--- src/steq_pkg.sv ---
`default_nettype none
package steq_pkg;
   localparam int MAX_TIMERS = 64;
   localparam int RING_AW    = 6;
   localparam int RING_DEPTH = 1 << RING_AW;
   localparam int CNT_W      = 7;
   localparam int CONN_W     = 16;
   localparam int TIME_W     = 32;
   localparam int ENTRY_W    = CONN_W + TIME_W;

   localparam logic [1:0] CMD_ADD    = 2'd0;
   localparam logic [1:0] CMD_ADJUST = 2'd1;
   localparam logic [1:0] CMD_DELETE = 2'd2;
   localparam logic [1:0] CMD_TICK   = 2'd3;

   localparam logic [1:0] ST_OK       = 2'd0;
   localparam logic [1:0] ST_FULL     = 2'd1;
   localparam logic [1:0] ST_NOTFOUND = 2'd2;
   localparam logic [1:0] ST_DUP      = 2'd3;

   typedef logic [CNT_W-1:0] cnt_type;
endpackage
`default_nettype wire

--- src/steq_ram.sv ---
`default_nettype none
module steq_ram #(
   parameter int WIDTH = 8,
   parameter int DEPTH = 16
) (
   input  wire logic                     clock,
   input  wire logic                     wr_en,
   input  wire logic [$clog2(DEPTH)-1:0] wr_addr,
   input  wire logic [WIDTH-1:0]         wr_data,
   input  wire logic                     rd_en,
   input  wire logic [$clog2(DEPTH)-1:0] rd_addr,
   output logic      [WIDTH-1:0]         rd_data
);
   logic [WIDTH-1:0] mem [DEPTH];

   always_ff @(posedge clock) begin
      if (wr_en) begin
         mem[wr_addr] <= wr_data;
      end
      if (rd_en) begin
         rd_data <= mem[rd_addr];
      end
   end
endmodule
`default_nettype wire

--- src/sorted_timer_expiry_queue.sv ---
// Sorted timer expiry queue.
// Input channel req_*: one command per item (add, adjust, delete, tick).
// Result channel rsp_*: add, adjust and delete give one result; tick gives
// one result per expired connection in expiry order, or one empty result,
// and rsp_last marks the final result of an item.
// Timers live in a 64-entry ring memory kept in ascending expiry order,
// with a head pointer, so expiring the earliest timer costs no shifting.
// Every memory step reads an entry, then checks it or writes it back, so
// an item's work grows with the entries it touches: the id search walks up
// to the held count, a removal shifts the entries behind it down, and an
// insertion scans to its place and shifts the entries behind it up.
// A tick examines timers from the head until one has not yet expired or
// the queue runs empty, then hands over its final result.
// A new item is accepted once the previous one has handed over its last
// result, even while that result waits in the output register.
// When the receiver stalls, the sequencer holds until the output register
// frees up. Reset empties the queue at once; no clearing pass is needed.
`default_nettype none
module sorted_timer_expiry_queue
   import steq_pkg::*;
(
   input  wire logic        clock,
   input  wire logic        reset,
   input  wire logic        req_valid,
   output logic             req_ready,
   input  wire logic [1:0]  req_cmd,
   input  wire logic [15:0] req_conn_id,
   input  wire logic [31:0] req_expire_time,
   input  wire logic [31:0] req_current_time,
   output logic             rsp_valid,
   input  wire logic        rsp_ready,
   output logic [1:0]       rsp_status,
   output logic             rsp_expired_valid,
   output logic [15:0]      rsp_expired_conn,
   output logic [6:0]       rsp_occupancy,
   output logic             rsp_last
);
   localparam logic [3:0] S_IDLE  = 4'd0;
   localparam logic [3:0] S_F_RD  = 4'd1;
   localparam logic [3:0] S_F_CHK = 4'd2;
   localparam logic [3:0] S_R_RD  = 4'd3;
   localparam logic [3:0] S_R_WR  = 4'd4;
   localparam logic [3:0] S_I_RD  = 4'd5;
   localparam logic [3:0] S_I_CHK = 4'd6;
   localparam logic [3:0] S_U_RD  = 4'd7;
   localparam logic [3:0] S_U_WR  = 4'd8;
   localparam logic [3:0] S_EMIT  = 4'd9;
   localparam logic [3:0] S_T_RD  = 4'd10;
   localparam logic [3:0] S_T_CHK = 4'd11;
   localparam logic [3:0] S_T_END = 4'd12;

   localparam cnt_type FULL_CNT = cnt_type'(MAX_TIMERS);

   logic [3:0]         state_ff, state_in;
   cnt_type            idx_ff, idx_in;
   cnt_type            pos_ff, pos_in;
   cnt_type            count_ff, count_in;
   logic [RING_AW-1:0] head_ff, head_in;
   logic [1:0]         st_ff, st_in;
   logic [1:0]         cmd_ff;
   logic [CONN_W-1:0]  id_ff;
   logic [TIME_W-1:0]  t_ff, now_ff;
   logic               pend_ff, pend_in;
   logic [CONN_W-1:0]  pend_conn_ff, pend_conn_in;
   cnt_type            pend_occ_ff, pend_occ_in;

   logic               rsp_valid_ff;
   logic [1:0]         rsp_status_ff;
   logic               rsp_xv_ff;
   logic [CONN_W-1:0]  rsp_conn_ff;
   cnt_type            rsp_occ_ff;
   logic               rsp_last_ff;

   logic               emit;
   logic [1:0]         e_status;
   logic               e_valid;
   logic [CONN_W-1:0]  e_conn;
   cnt_type            e_occ;
   logic               e_last;

   logic               wr_en, rd_en;
   logic [RING_AW-1:0] wr_addr, rd_addr;
   logic [ENTRY_W-1:0] wr_data, rd_data;
   logic [CONN_W-1:0]  rd_conn;
   logic [TIME_W-1:0]  rd_exp;
   logic               out_free;
   logic               accept;
   cnt_type            idx_p1, idx_m1;

   assign rd_conn  = rd_data[ENTRY_W-1:TIME_W];
   assign rd_exp   = rd_data[TIME_W-1:0];
   assign out_free = !rsp_valid_ff || rsp_ready;
   assign req_ready = (state_ff == S_IDLE);
   assign accept   = req_valid && req_ready;
   assign idx_p1   = idx_ff + cnt_type'(1);
   assign idx_m1   = idx_ff - cnt_type'(1);

   steq_ram #(.WIDTH(ENTRY_W), .DEPTH(RING_DEPTH)) u_ring (
      .clock   (clock),
      .wr_en   (wr_en),
      .wr_addr (wr_addr),
      .wr_data (wr_data),
      .rd_en   (rd_en),
      .rd_addr (rd_addr),
      .rd_data (rd_data)
   );

   always_comb begin
      state_in     = state_ff;
      idx_in       = idx_ff;
      pos_in       = pos_ff;
      count_in     = count_ff;
      head_in      = head_ff;
      st_in        = st_ff;
      pend_in      = pend_ff;
      pend_conn_in = pend_conn_ff;
      pend_occ_in  = pend_occ_ff;
      emit         = 1'b0;
      e_status     = ST_OK;
      e_valid      = 1'b0;
      e_conn       = '0;
      e_occ        = count_ff;
      e_last       = 1'b1;
      wr_en        = 1'b0;
      wr_addr      = head_ff + idx_ff[RING_AW-1:0];
      wr_data      = rd_data;
      rd_en        = 1'b0;
      rd_addr      = head_ff + idx_ff[RING_AW-1:0];
      case (state_ff)
         S_IDLE: begin
            if (accept) begin
               idx_in   = '0;
               pend_in  = 1'b0;
               state_in = (req_cmd == CMD_TICK) ? S_T_RD : S_F_RD;
            end
         end
         S_F_RD: begin
            if (idx_ff == count_ff) begin
               // id not held
               if (cmd_ff != CMD_ADD) begin
                  st_in    = ST_NOTFOUND;
                  state_in = S_EMIT;
               end else if (count_ff >= FULL_CNT) begin
                  st_in    = ST_FULL;
                  state_in = S_EMIT;
               end else begin
                  idx_in   = '0;
                  state_in = S_I_RD;
               end
            end else begin
               rd_en    = 1'b1;
               state_in = S_F_CHK;
            end
         end
         S_F_CHK: begin
            if (rd_conn == id_ff) begin
               if (cmd_ff == CMD_ADD) begin
                  st_in    = ST_DUP;
                  state_in = S_EMIT;
               end else begin
                  state_in = S_R_RD;
               end
            end else begin
               idx_in   = idx_p1;
               state_in = S_F_RD;
            end
         end
         S_R_RD: begin
            // shift the entries behind the removed one down by one
            if (idx_p1 >= count_ff) begin
               count_in = count_ff - cnt_type'(1);
               st_in    = ST_OK;
               idx_in   = '0;
               state_in = (cmd_ff == CMD_ADJUST) ? S_I_RD : S_EMIT;
            end else begin
               rd_en    = 1'b1;
               rd_addr  = head_ff + idx_p1[RING_AW-1:0];
               state_in = S_R_WR;
            end
         end
         S_R_WR: begin
            wr_en    = 1'b1;
            idx_in   = idx_p1;
            state_in = S_R_RD;
         end
         S_I_RD: begin
            if (idx_ff == count_ff) begin
               pos_in   = idx_ff;
               state_in = S_U_RD;
            end else begin
               rd_en    = 1'b1;
               state_in = S_I_CHK;
            end
         end
         S_I_CHK: begin
            if (rd_exp <= t_ff) begin
               idx_in   = idx_p1;
               state_in = S_I_RD;
            end else begin
               pos_in   = idx_ff;
               idx_in   = count_ff;
               state_in = S_U_RD;
            end
         end
         S_U_RD: begin
            if (idx_ff == pos_ff) begin
               wr_en    = 1'b1;
               wr_data  = {id_ff, t_ff};
               count_in = count_ff + cnt_type'(1);
               st_in    = ST_OK;
               state_in = S_EMIT;
            end else begin
               rd_en    = 1'b1;
               rd_addr  = head_ff + idx_m1[RING_AW-1:0];
               state_in = S_U_WR;
            end
         end
         S_U_WR: begin
            wr_en    = 1'b1;
            idx_in   = idx_m1;
            state_in = S_U_RD;
         end
         S_EMIT: begin
            if (out_free) begin
               emit     = 1'b1;
               e_status = st_ff;
               state_in = S_IDLE;
            end
         end
         S_T_RD: begin
            idx_in = '0;
            if (count_ff == '0) begin
               state_in = S_T_END;
            end else begin
               rd_en    = 1'b1;
               state_in = S_T_CHK;
            end
         end
         S_T_CHK: begin
            if (rd_exp > now_ff) begin
               state_in = S_T_END;
            end else if (!pend_ff || out_free) begin
               // hand over the previous expiry, hold this one until the next check
               if (pend_ff) begin
                  emit    = 1'b1;
                  e_valid = 1'b1;
                  e_conn  = pend_conn_ff;
                  e_occ   = pend_occ_ff;
                  e_last  = 1'b0;
               end
               pend_in      = 1'b1;
               pend_conn_in = rd_conn;
               pend_occ_in  = count_ff - cnt_type'(1);
               count_in     = count_ff - cnt_type'(1);
               head_in      = head_ff + RING_AW'(1);
               state_in     = S_T_RD;
            end
         end
         S_T_END: begin
            if (out_free) begin
               emit     = 1'b1;
               e_valid  = pend_ff;
               e_conn   = pend_ff ? pend_conn_ff : '0;
               e_occ    = pend_ff ? pend_occ_ff : count_ff;
               state_in = S_IDLE;
            end
         end
         default: begin
            state_in = S_IDLE;
         end
      endcase
   end

   always_ff @(posedge clock) begin
      if (reset) begin
         state_ff     <= S_IDLE;
         count_ff     <= '0;
         head_ff      <= '0;
         pend_ff      <= 1'b0;
         rsp_valid_ff <= 1'b0;
      end else begin
         state_ff <= state_in;
         count_ff <= count_in;
         head_ff  <= head_in;
         pend_ff  <= pend_in;
         if (emit) begin
            rsp_valid_ff <= 1'b1;
         end else if (rsp_ready) begin
            rsp_valid_ff <= 1'b0;
         end
      end
   end

   always_ff @(posedge clock) begin
      idx_ff       <= idx_in;
      pos_ff       <= pos_in;
      st_ff        <= st_in;
      pend_conn_ff <= pend_conn_in;
      pend_occ_ff  <= pend_occ_in;
      if (accept) begin
         cmd_ff <= req_cmd;
         id_ff  <= req_conn_id;
         t_ff   <= req_expire_time;
         now_ff <= req_current_time;
      end
      if (emit) begin
         rsp_status_ff <= e_status;
         rsp_xv_ff     <= e_valid;
         rsp_conn_ff   <= e_conn;
         rsp_occ_ff    <= e_occ;
         rsp_last_ff   <= e_last;
      end
   end

   assign rsp_valid         = rsp_valid_ff;
   assign rsp_status        = rsp_status_ff;
   assign rsp_expired_valid = rsp_xv_ff;
   assign rsp_expired_conn  = rsp_conn_ff;
   assign rsp_occupancy     = rsp_occ_ff;
   assign rsp_last          = rsp_last_ff;
endmodule
`default_nettype wire

--- config.mk ---
export PLATFORM = sky130hd
export DESIGN_NAME = sorted_timer_expiry_queue
export DESIGN_NICKNAME = d
export VERILOG_FILES = /design/src/steq_pkg.sv /design/src/steq_ram.sv /design/src/sorted_timer_expiry_queue.sv
export SDC_FILE = /design/constraint.sdc
export NUM_CORES = 2
export LEC_CHECK = 0
export ABC_AREA = 1
export BUFFER_PORTS_ARGS = -buffer_cell sky130_fd_sc_hd__buf_2
export CAP_MARGIN = 40
export CORE_MARGIN = 1
export CORE_UTILIZATION = 35
export CTS_BUF_LIST = sky130_fd_sc_hd__clkbuf_8
export CTS_CLUSTER_DIAMETER = 60
export DETAILED_ROUTE_END_ITERATION = 10
export PLACE_DENSITY = 0.56
export SKIP_LAST_GASP = 1
export SLEW_MARGIN = 20
export SYNTH_ARGS = -nofsm -noshare
export SYNTH_HDL_FRONTEND = slang
export SYNTH_SLANG_ARGS = --single-unit
export TNS_END_PERCENT = 20
--- constraint.sdc ---
create_clock -name clock -period 4.91 [get_ports clock]
set_input_delay 0.491 -clock clock [delete_from_list [all_inputs] [get_ports clock]]
set_output_delay 0.491 -clock clock [all_outputs]
set_load 0.1 [all_outputs]
# ---- Word-level counts from Yosys, hierarchy flattened
# Memories as Yosys holds them, arrays and structs flattened. A register that Yosys moved wholly into a read port is not among the register bits.
# Index checks and enable logic that the tools add are counted.
dict set report classes {
  n_addsub 8
  magnitude_cmp 4
  n_eq_ne 33
  muxes 79
  bitwise 3
  n_reduce_logical 27
}
# op n
set op_table {}
lappend op_table {{two-way mux 7 bit} 17}
lappend op_table {{two-way mux 48 bit} 2}
lappend op_table {{two-way mux 16 bit} 4}
lappend op_table {{case mux 7 bit (8 select lines)} 1}
lappend op_table {{two-way mux 4 bit} 12}
lappend op_table {{case mux 4 bit (12 select lines)} 1}
lappend op_table {{greater-than comparator 32 bit} 1}
lappend op_table {{less-or-equal comparator 32 bit} 1}
lappend op_table {{case mux 16 bit (2 select lines)} 1}
lappend op_table {{case mux 7 bit (2 select lines)} 2}
lappend op_table {{inequality test 2 bit, second input constant} 12}
lappend op_table {{case mux 7 bit (3 select lines)} 1}
lappend op_table {{equality test 4 bit, second input constant} 5}
lappend op_table {{two-way mux 1 bit} 20}
lappend op_table {{adder 6 bit} 3}
lappend op_table {{equality test 16 bit} 1}
lappend op_table {{equality test 4 x 3 -> 1 bit, second input constant} 4}
lappend op_table {{two-way mux 2 bit} 8}
lappend op_table {{adder 7 x 1 -> 7 bit, second input constant} 2}
lappend op_table {{equality test 7 bit} 2}
lappend op_table {{AND reduction 7 bit} 2}
lappend op_table {{subtractor 7 x 1 -> 7 bit, second input constant} 2}
lappend op_table {{two-way mux 6 bit} 2}
lappend op_table {{case mux 6 bit (2 select lines)} 1}
lappend op_table {{30 further kinds} 47}
dict set report totals {
  reg_bits 167
  ramBits 3072
  inputBits 86
  output_inout_bits 29
  n_memories 1
}
# memory words width rd rd_clocked_by_memory_dff write_ports line_no
set memory_table {}
lappend memory_table {u_ring.mem 64 48 1 1 1 steq_ram.sv:14} ;# logic [WIDTH-1:0] mem [DEPTH];

# ---- Depth between registers and ports, before layout
dict set report logic_depth {
  depth_word 7
  mapped_depth 24
}

# ---- Cells and area by module
# A second synthesis with hierarchy kept.
dict set report unflattened {
  cells_unflattened 11221
  hier_area_um2 134898.1
}
# module n_inst cells_per_inst area_each_um2 seq_area_each_um2
set by_module_without_submodules {}
lappend by_module_without_submodules {steq_ram 1 10122 124744.6 93689.9}
lappend by_module_without_submodules {sorted_timer_expiry_queue 1 1099 10153.5 4824.6}

# ---- Worst setup path after synthesis
# OpenSTA, ideal clock, no wires.
dict set report synth_path {
  kind {register to register}
  from {register state_ff[3]}
  to {register cmd_ff[0], enable pin}
  setup_time_ns 0.525
  t_arrival_ns 5.674
  t_required_ns 4.385
  slack_ns -1.289
  path_stages_with_launch 6
  synth_period_minus_slack_ns 6.199
  cell_sequence {dfxtp_1 nor2_1 inv_2 nor2_1 inv_1 nor2_1}
}
dict set report synth_via {
  elab_chain_cells 2
}
# item line_no
set synth_lines {}
lappend synth_lines {{from (decl)} sorted_timer_expiry_queue.sv:54} ;# logic [3:0] state_ff, state_in;
lappend synth_lines {{from (signal assigned)} sorted_timer_expiry_queue.sv:282} ;# state_ff <= state_in;
lappend synth_lines {{logical NOT 4 bit} sorted_timer_expiry_queue.sv:93} ;# assign req_ready = (state_ff == S_IDLE);
lappend synth_lines {{via req_ready} sorted_timer_expiry_queue.sv:25} ;# output logic req_ready,
lappend synth_lines {{logical AND 1 bit} sorted_timer_expiry_queue.sv:94} ;# assign accept = req_valid && req_ready;
lappend synth_lines {{via accept} sorted_timer_expiry_queue.sv:87} ;# logic accept;
lappend synth_lines {{to (signal assigned)} sorted_timer_expiry_queue.sv:301} ;# cmd_ff <= req_cmd;
lappend synth_lines {{to (decl)} sorted_timer_expiry_queue.sv:60} ;# logic [1:0] cmd_ff;
# The timed path passes the listed nets, and every way through them passes these cells.
# A chain may end at the register's enable or synchronous reset.

# ---- Worst setup path after layout
dict set report layout_path {
  from {register idx_ff[0]}
  to {register u_ring.rd_data[11] (read register of u_ring.mem) (data pin)}
}
dict set report layout_via {
  elab_chain_cells 4
}
# item line_no
set layout_lines {}
lappend layout_lines {{from (decl)} sorted_timer_expiry_queue.sv:55} ;# cnt_type idx_ff, idx_in;
lappend layout_lines {{from (signal assigned)} sorted_timer_expiry_queue.sv:295} ;# idx_ff <= idx_in;
lappend layout_lines {{adder 7 x 1 -> 7 bit or subtractor 7 x 1 -> 7 bit (tied branches)} {sorted_timer_expiry_queue.sv:95, sorted_timer_expiry_queue.sv:96}}
lappend layout_lines {{>= comparator 7 bit (tied with other cells)} sorted_timer_expiry_queue.sv:170} ;# if (idx_p1 >= count_ff) begin
lappend layout_lines {{two-way mux 1 bit (tied with other cells)} sorted_timer_expiry_queue.sv:170}
lappend layout_lines {{case mux 1 bit (4 select lines) or case mux 6 bit (2 select lines) (tied branches)} sorted_timer_expiry_queue.sv:129} ;# case (state_ff)
lappend layout_lines {{to (decl)} steq_ram.sv:12} ;# output logic [WIDTH-1:0] rd_data
# Parallel ways exist; a longest one is shown, timed or not.

==> results.cfg <==
[clock_tree]
cts_buffers = 546
clk_pin_slew_worst_paths_ns = 0.06
clock_sinks = 3287
clock_latency_ns = 1.20
cts_tree = yes
htree_levels = 6
clk_root_buffer_cell = clkbuf_8
clk_path_buf_depth = 4
cts.repair.resized = 0

[routing]
vias = 103000
drtPass1Iterations = 6
via_per_inst = 5.24
wl_um = 472000
drt_iter0_markers = 12100
drc = 0
wl_per_cell_um = 24.2
ant_nets = 0

[sta]
fmax_mhz = 210
post-route-period-util = 0.971
finalSetupViolCount = 0
hold_viol = 0
fin_skew_ns = 0.0519
tightest_slew_ns = 0.912
min_period_ns = 4.77
relSlewSlack = 0.392
rsz0062_at_grt = false
finalMaxSlewViolations = 0

[synthesis]
synth_area_um2 = 146000
synth_area_per_cell_um2 = 11.1
ys_warn_count = 0
synth_async_sr_flop_share = 0
syn_nets = 13300
yosys.cell_count.top_type = nand3_1
yosysTopAreaCellShare = 0.672
yosysTopAreaCell = edfxtp_1
ys_ff_latch = 3287
syn_inst = 13100
synth.area.top_cells = edfxtp_1, nand3_1, nand3b_1, nand2_1, inv_1
ys.flop_type = edfxtp_1
synth_common_cells = nand3_1, edfxtp_1, nand2_1, inv_1, nand3b_1
synth-edff-count = 3268
synth.distinct_cells = 44
ys_seq_area_frac = 0.675

[floorplan]
die_area_um2 = 420000
rows = 236
initial_utilization = 0.352
num_io_pins = 115
fp.coreArea_um2 = 414000
die_y_um = 648
die_w_um = 648

[grt]
gr-total-overflow = 0
track_usage = 0.218
grt_pass1_wl_um = 681000
antenna_found_initial = 15
grt_max_degree = 166
grt_pass1_vias = 98200

[cells_and_area]
drive_gt1_frac = 0.109
final_util = 0.410
final_nets = 13900
area_growth_pct = 16.2

[worst_setup_path]
crit_required_ns = 5.79
reg2reg_setup_slack_ns = 0.14
path_max_fanout = 45
cp-end-kind = flop
r2r_cells = 23
worst-setup-path-type = reg2reg
crit_arrival_ns = 5.64
critical_path.startpoint_type = flop

[placement]
gp_congestion = 0.868
portBuffers = 114
dp_hpwl_um = 266000

[hold_path]
min_path_type = in2reg
hold_depth = 2

[status]
status = completed

[pwr]
total_power_mw = 97.9
power_leakage_nw = 65.9
power_density_nw_per_um2 = 577
ir_drop_v = 0.000547

[flow_run]
maxCapViolCount = 0
## registers in the layout, indices dropped and copies added (netlist names)
signal and count:
now_ff 32, count_ff 7, rsp_valid 1, rsp_occupancy 7, t_ff 32, rsp_last 1
head_ff 6, pend_occ_ff 7, rsp_expired_conn 16, cmd_ff 2, id_ff 16, u_ring.rd_data 48
pend_ff 1, pos_ff 7, rsp_status 2, pend_conn_ff 16, st_ff 2, state_ff 4
idx_ff 7, rsp_expired_valid 1, u_ring.mem 3072
## path summary, 6_finish.rpt
kind | from | to
max | idx_ff[0] | u_ring.rd_data[11]
min | req_expire_time[11] | t_ff[11]
max reg2reg | idx_ff[0] | u_ring.rd_data[11]
min reg2reg | head_ff[5] | head_ff[5]
## final cells by class
type / count / area, um^2
fill: 39000 / 245000
antenna: 6 / 15.0
sequential: 3287 / 98500
timing repair buffer: 884 / 9950
inverter: 1922 / 7240
multi-input combinational: 7040 / 37500
tap: 5474 / 6850
clock inverter: 384 / 1970
clock buffer: 554 / 7620
## cell families after synthesis
group                    count (synthesis)  share of synthesized area
AO/OA/AOI/OAI                          213                    0.00818
XOR/XNOR                                32                    0.00192
adder cells (fa/ha/maj)                 94                    0.00821
buffers and inverters                 2779                     0.0757
flip-flops                            3287                      0.675
AND/OR/NAND/NOR                       6701                      0.231
## metrics by stage
step           instances  hold slack [ns]  instance area (um^2)  setup TNS (ns)  setup slack (ns)
6_report           19600           0.0779                170000               0             0.144
5_1_grt            19600           0.0110                170000               0           0.00732
4_1_cts            19500          0.00462                170000               0             0.244
3_5_place_dp       18400            0.502                158000               0             0.225
3_3_place_gp       18400            0.501                158000               0             0.175
2_1_floorplan      13100            0.421                146000          -48.33           -0.0501
## per-layer routing
layer	global-route usage	vias up	wire (um)
met1	0.297	50500	199000
met5	0	-	23
met4	0.0678	4	14800
met2	0.356	4663	219000
li1	-	46400	-
met3	0.0377	920	39100
## cell usage in the layout (no fill, tap or decap), types with 19 or more instances in the layout
| cell | netlist | routed |
|---|---|---|
| dfxtp_1 | 19 | 19 |
| clkinv_1 | 5 | 109 |
| nor2_1 | 150 | 84 |
| a21oi_1 | 67 | 66 |
| buf_12 | 0 | 237 |
| nand2_1 | 2027 | 2020 |
| buf_4 | 8 | 366 |
| o21ai_4 | 0 | 41 |
| nand3b_1 | 1150 | 1150 |
| ha_1 | 91 | 91 |
| buf_2 | 461 | 115 |
| dlygate4sd3_1 | 0 | 152 |
| inv_1 | 1911 | 2094 |
| clkinv_2 | 0 | 40 |
| nand3_1 | 3313 | 3311 |
| edfxtp_1 | 3268 | 3268 |
| xor2_1 | 23 | 23 |
| o21ai_0 | 101 | 59 |
| nor2_4 | 0 | 68 |
| clkbuf_8 | 0 | 554 |
## critical path: stages (launching register included)
cell and delay [ns]:
edfxtp_1 0.39, ha_1 0.24, nand3_1 0.14, nor2_1 0.06
nand2_1 0.07, xor2_1 0.24, inv_1 0.07, ha_1 0.28
a21o_1 0.15, nor2_1 0.16, nand3_2 0.24, nand2_4 0.25
nand2_8 0.17, nand2_8 0.31, buf_4 0.19, buf_12 0.24
buf_12 0.21, nand2_1 0.06, nand3_1 0.06, nand3_1 0.09
nand3_1 0.14, nand3_1 0.11, nand3_1 0.31, nand2_1 0.18
## power by group
group / switching (mW) / internal [mW] / total, mW / leakage (nW)
Clock: 11.3 / 10.9 / 22.2 / 5.57
Sequential: 0.950 / 35.7 / 36.6 / 29.6
Combinational: 27.2 / 11.9 / 39.1 / 30.7
Total: 39.5 / 58.5 / 97.9 / 65.9
## what timing repair did
action	4_1_cts	5_1_grt
setup endpoints to repair	0	5
setup buffers	0	5
hold buffers	152	0
endpoints found under the hold margin	112	0
Power figures use the tool's default switching activity.
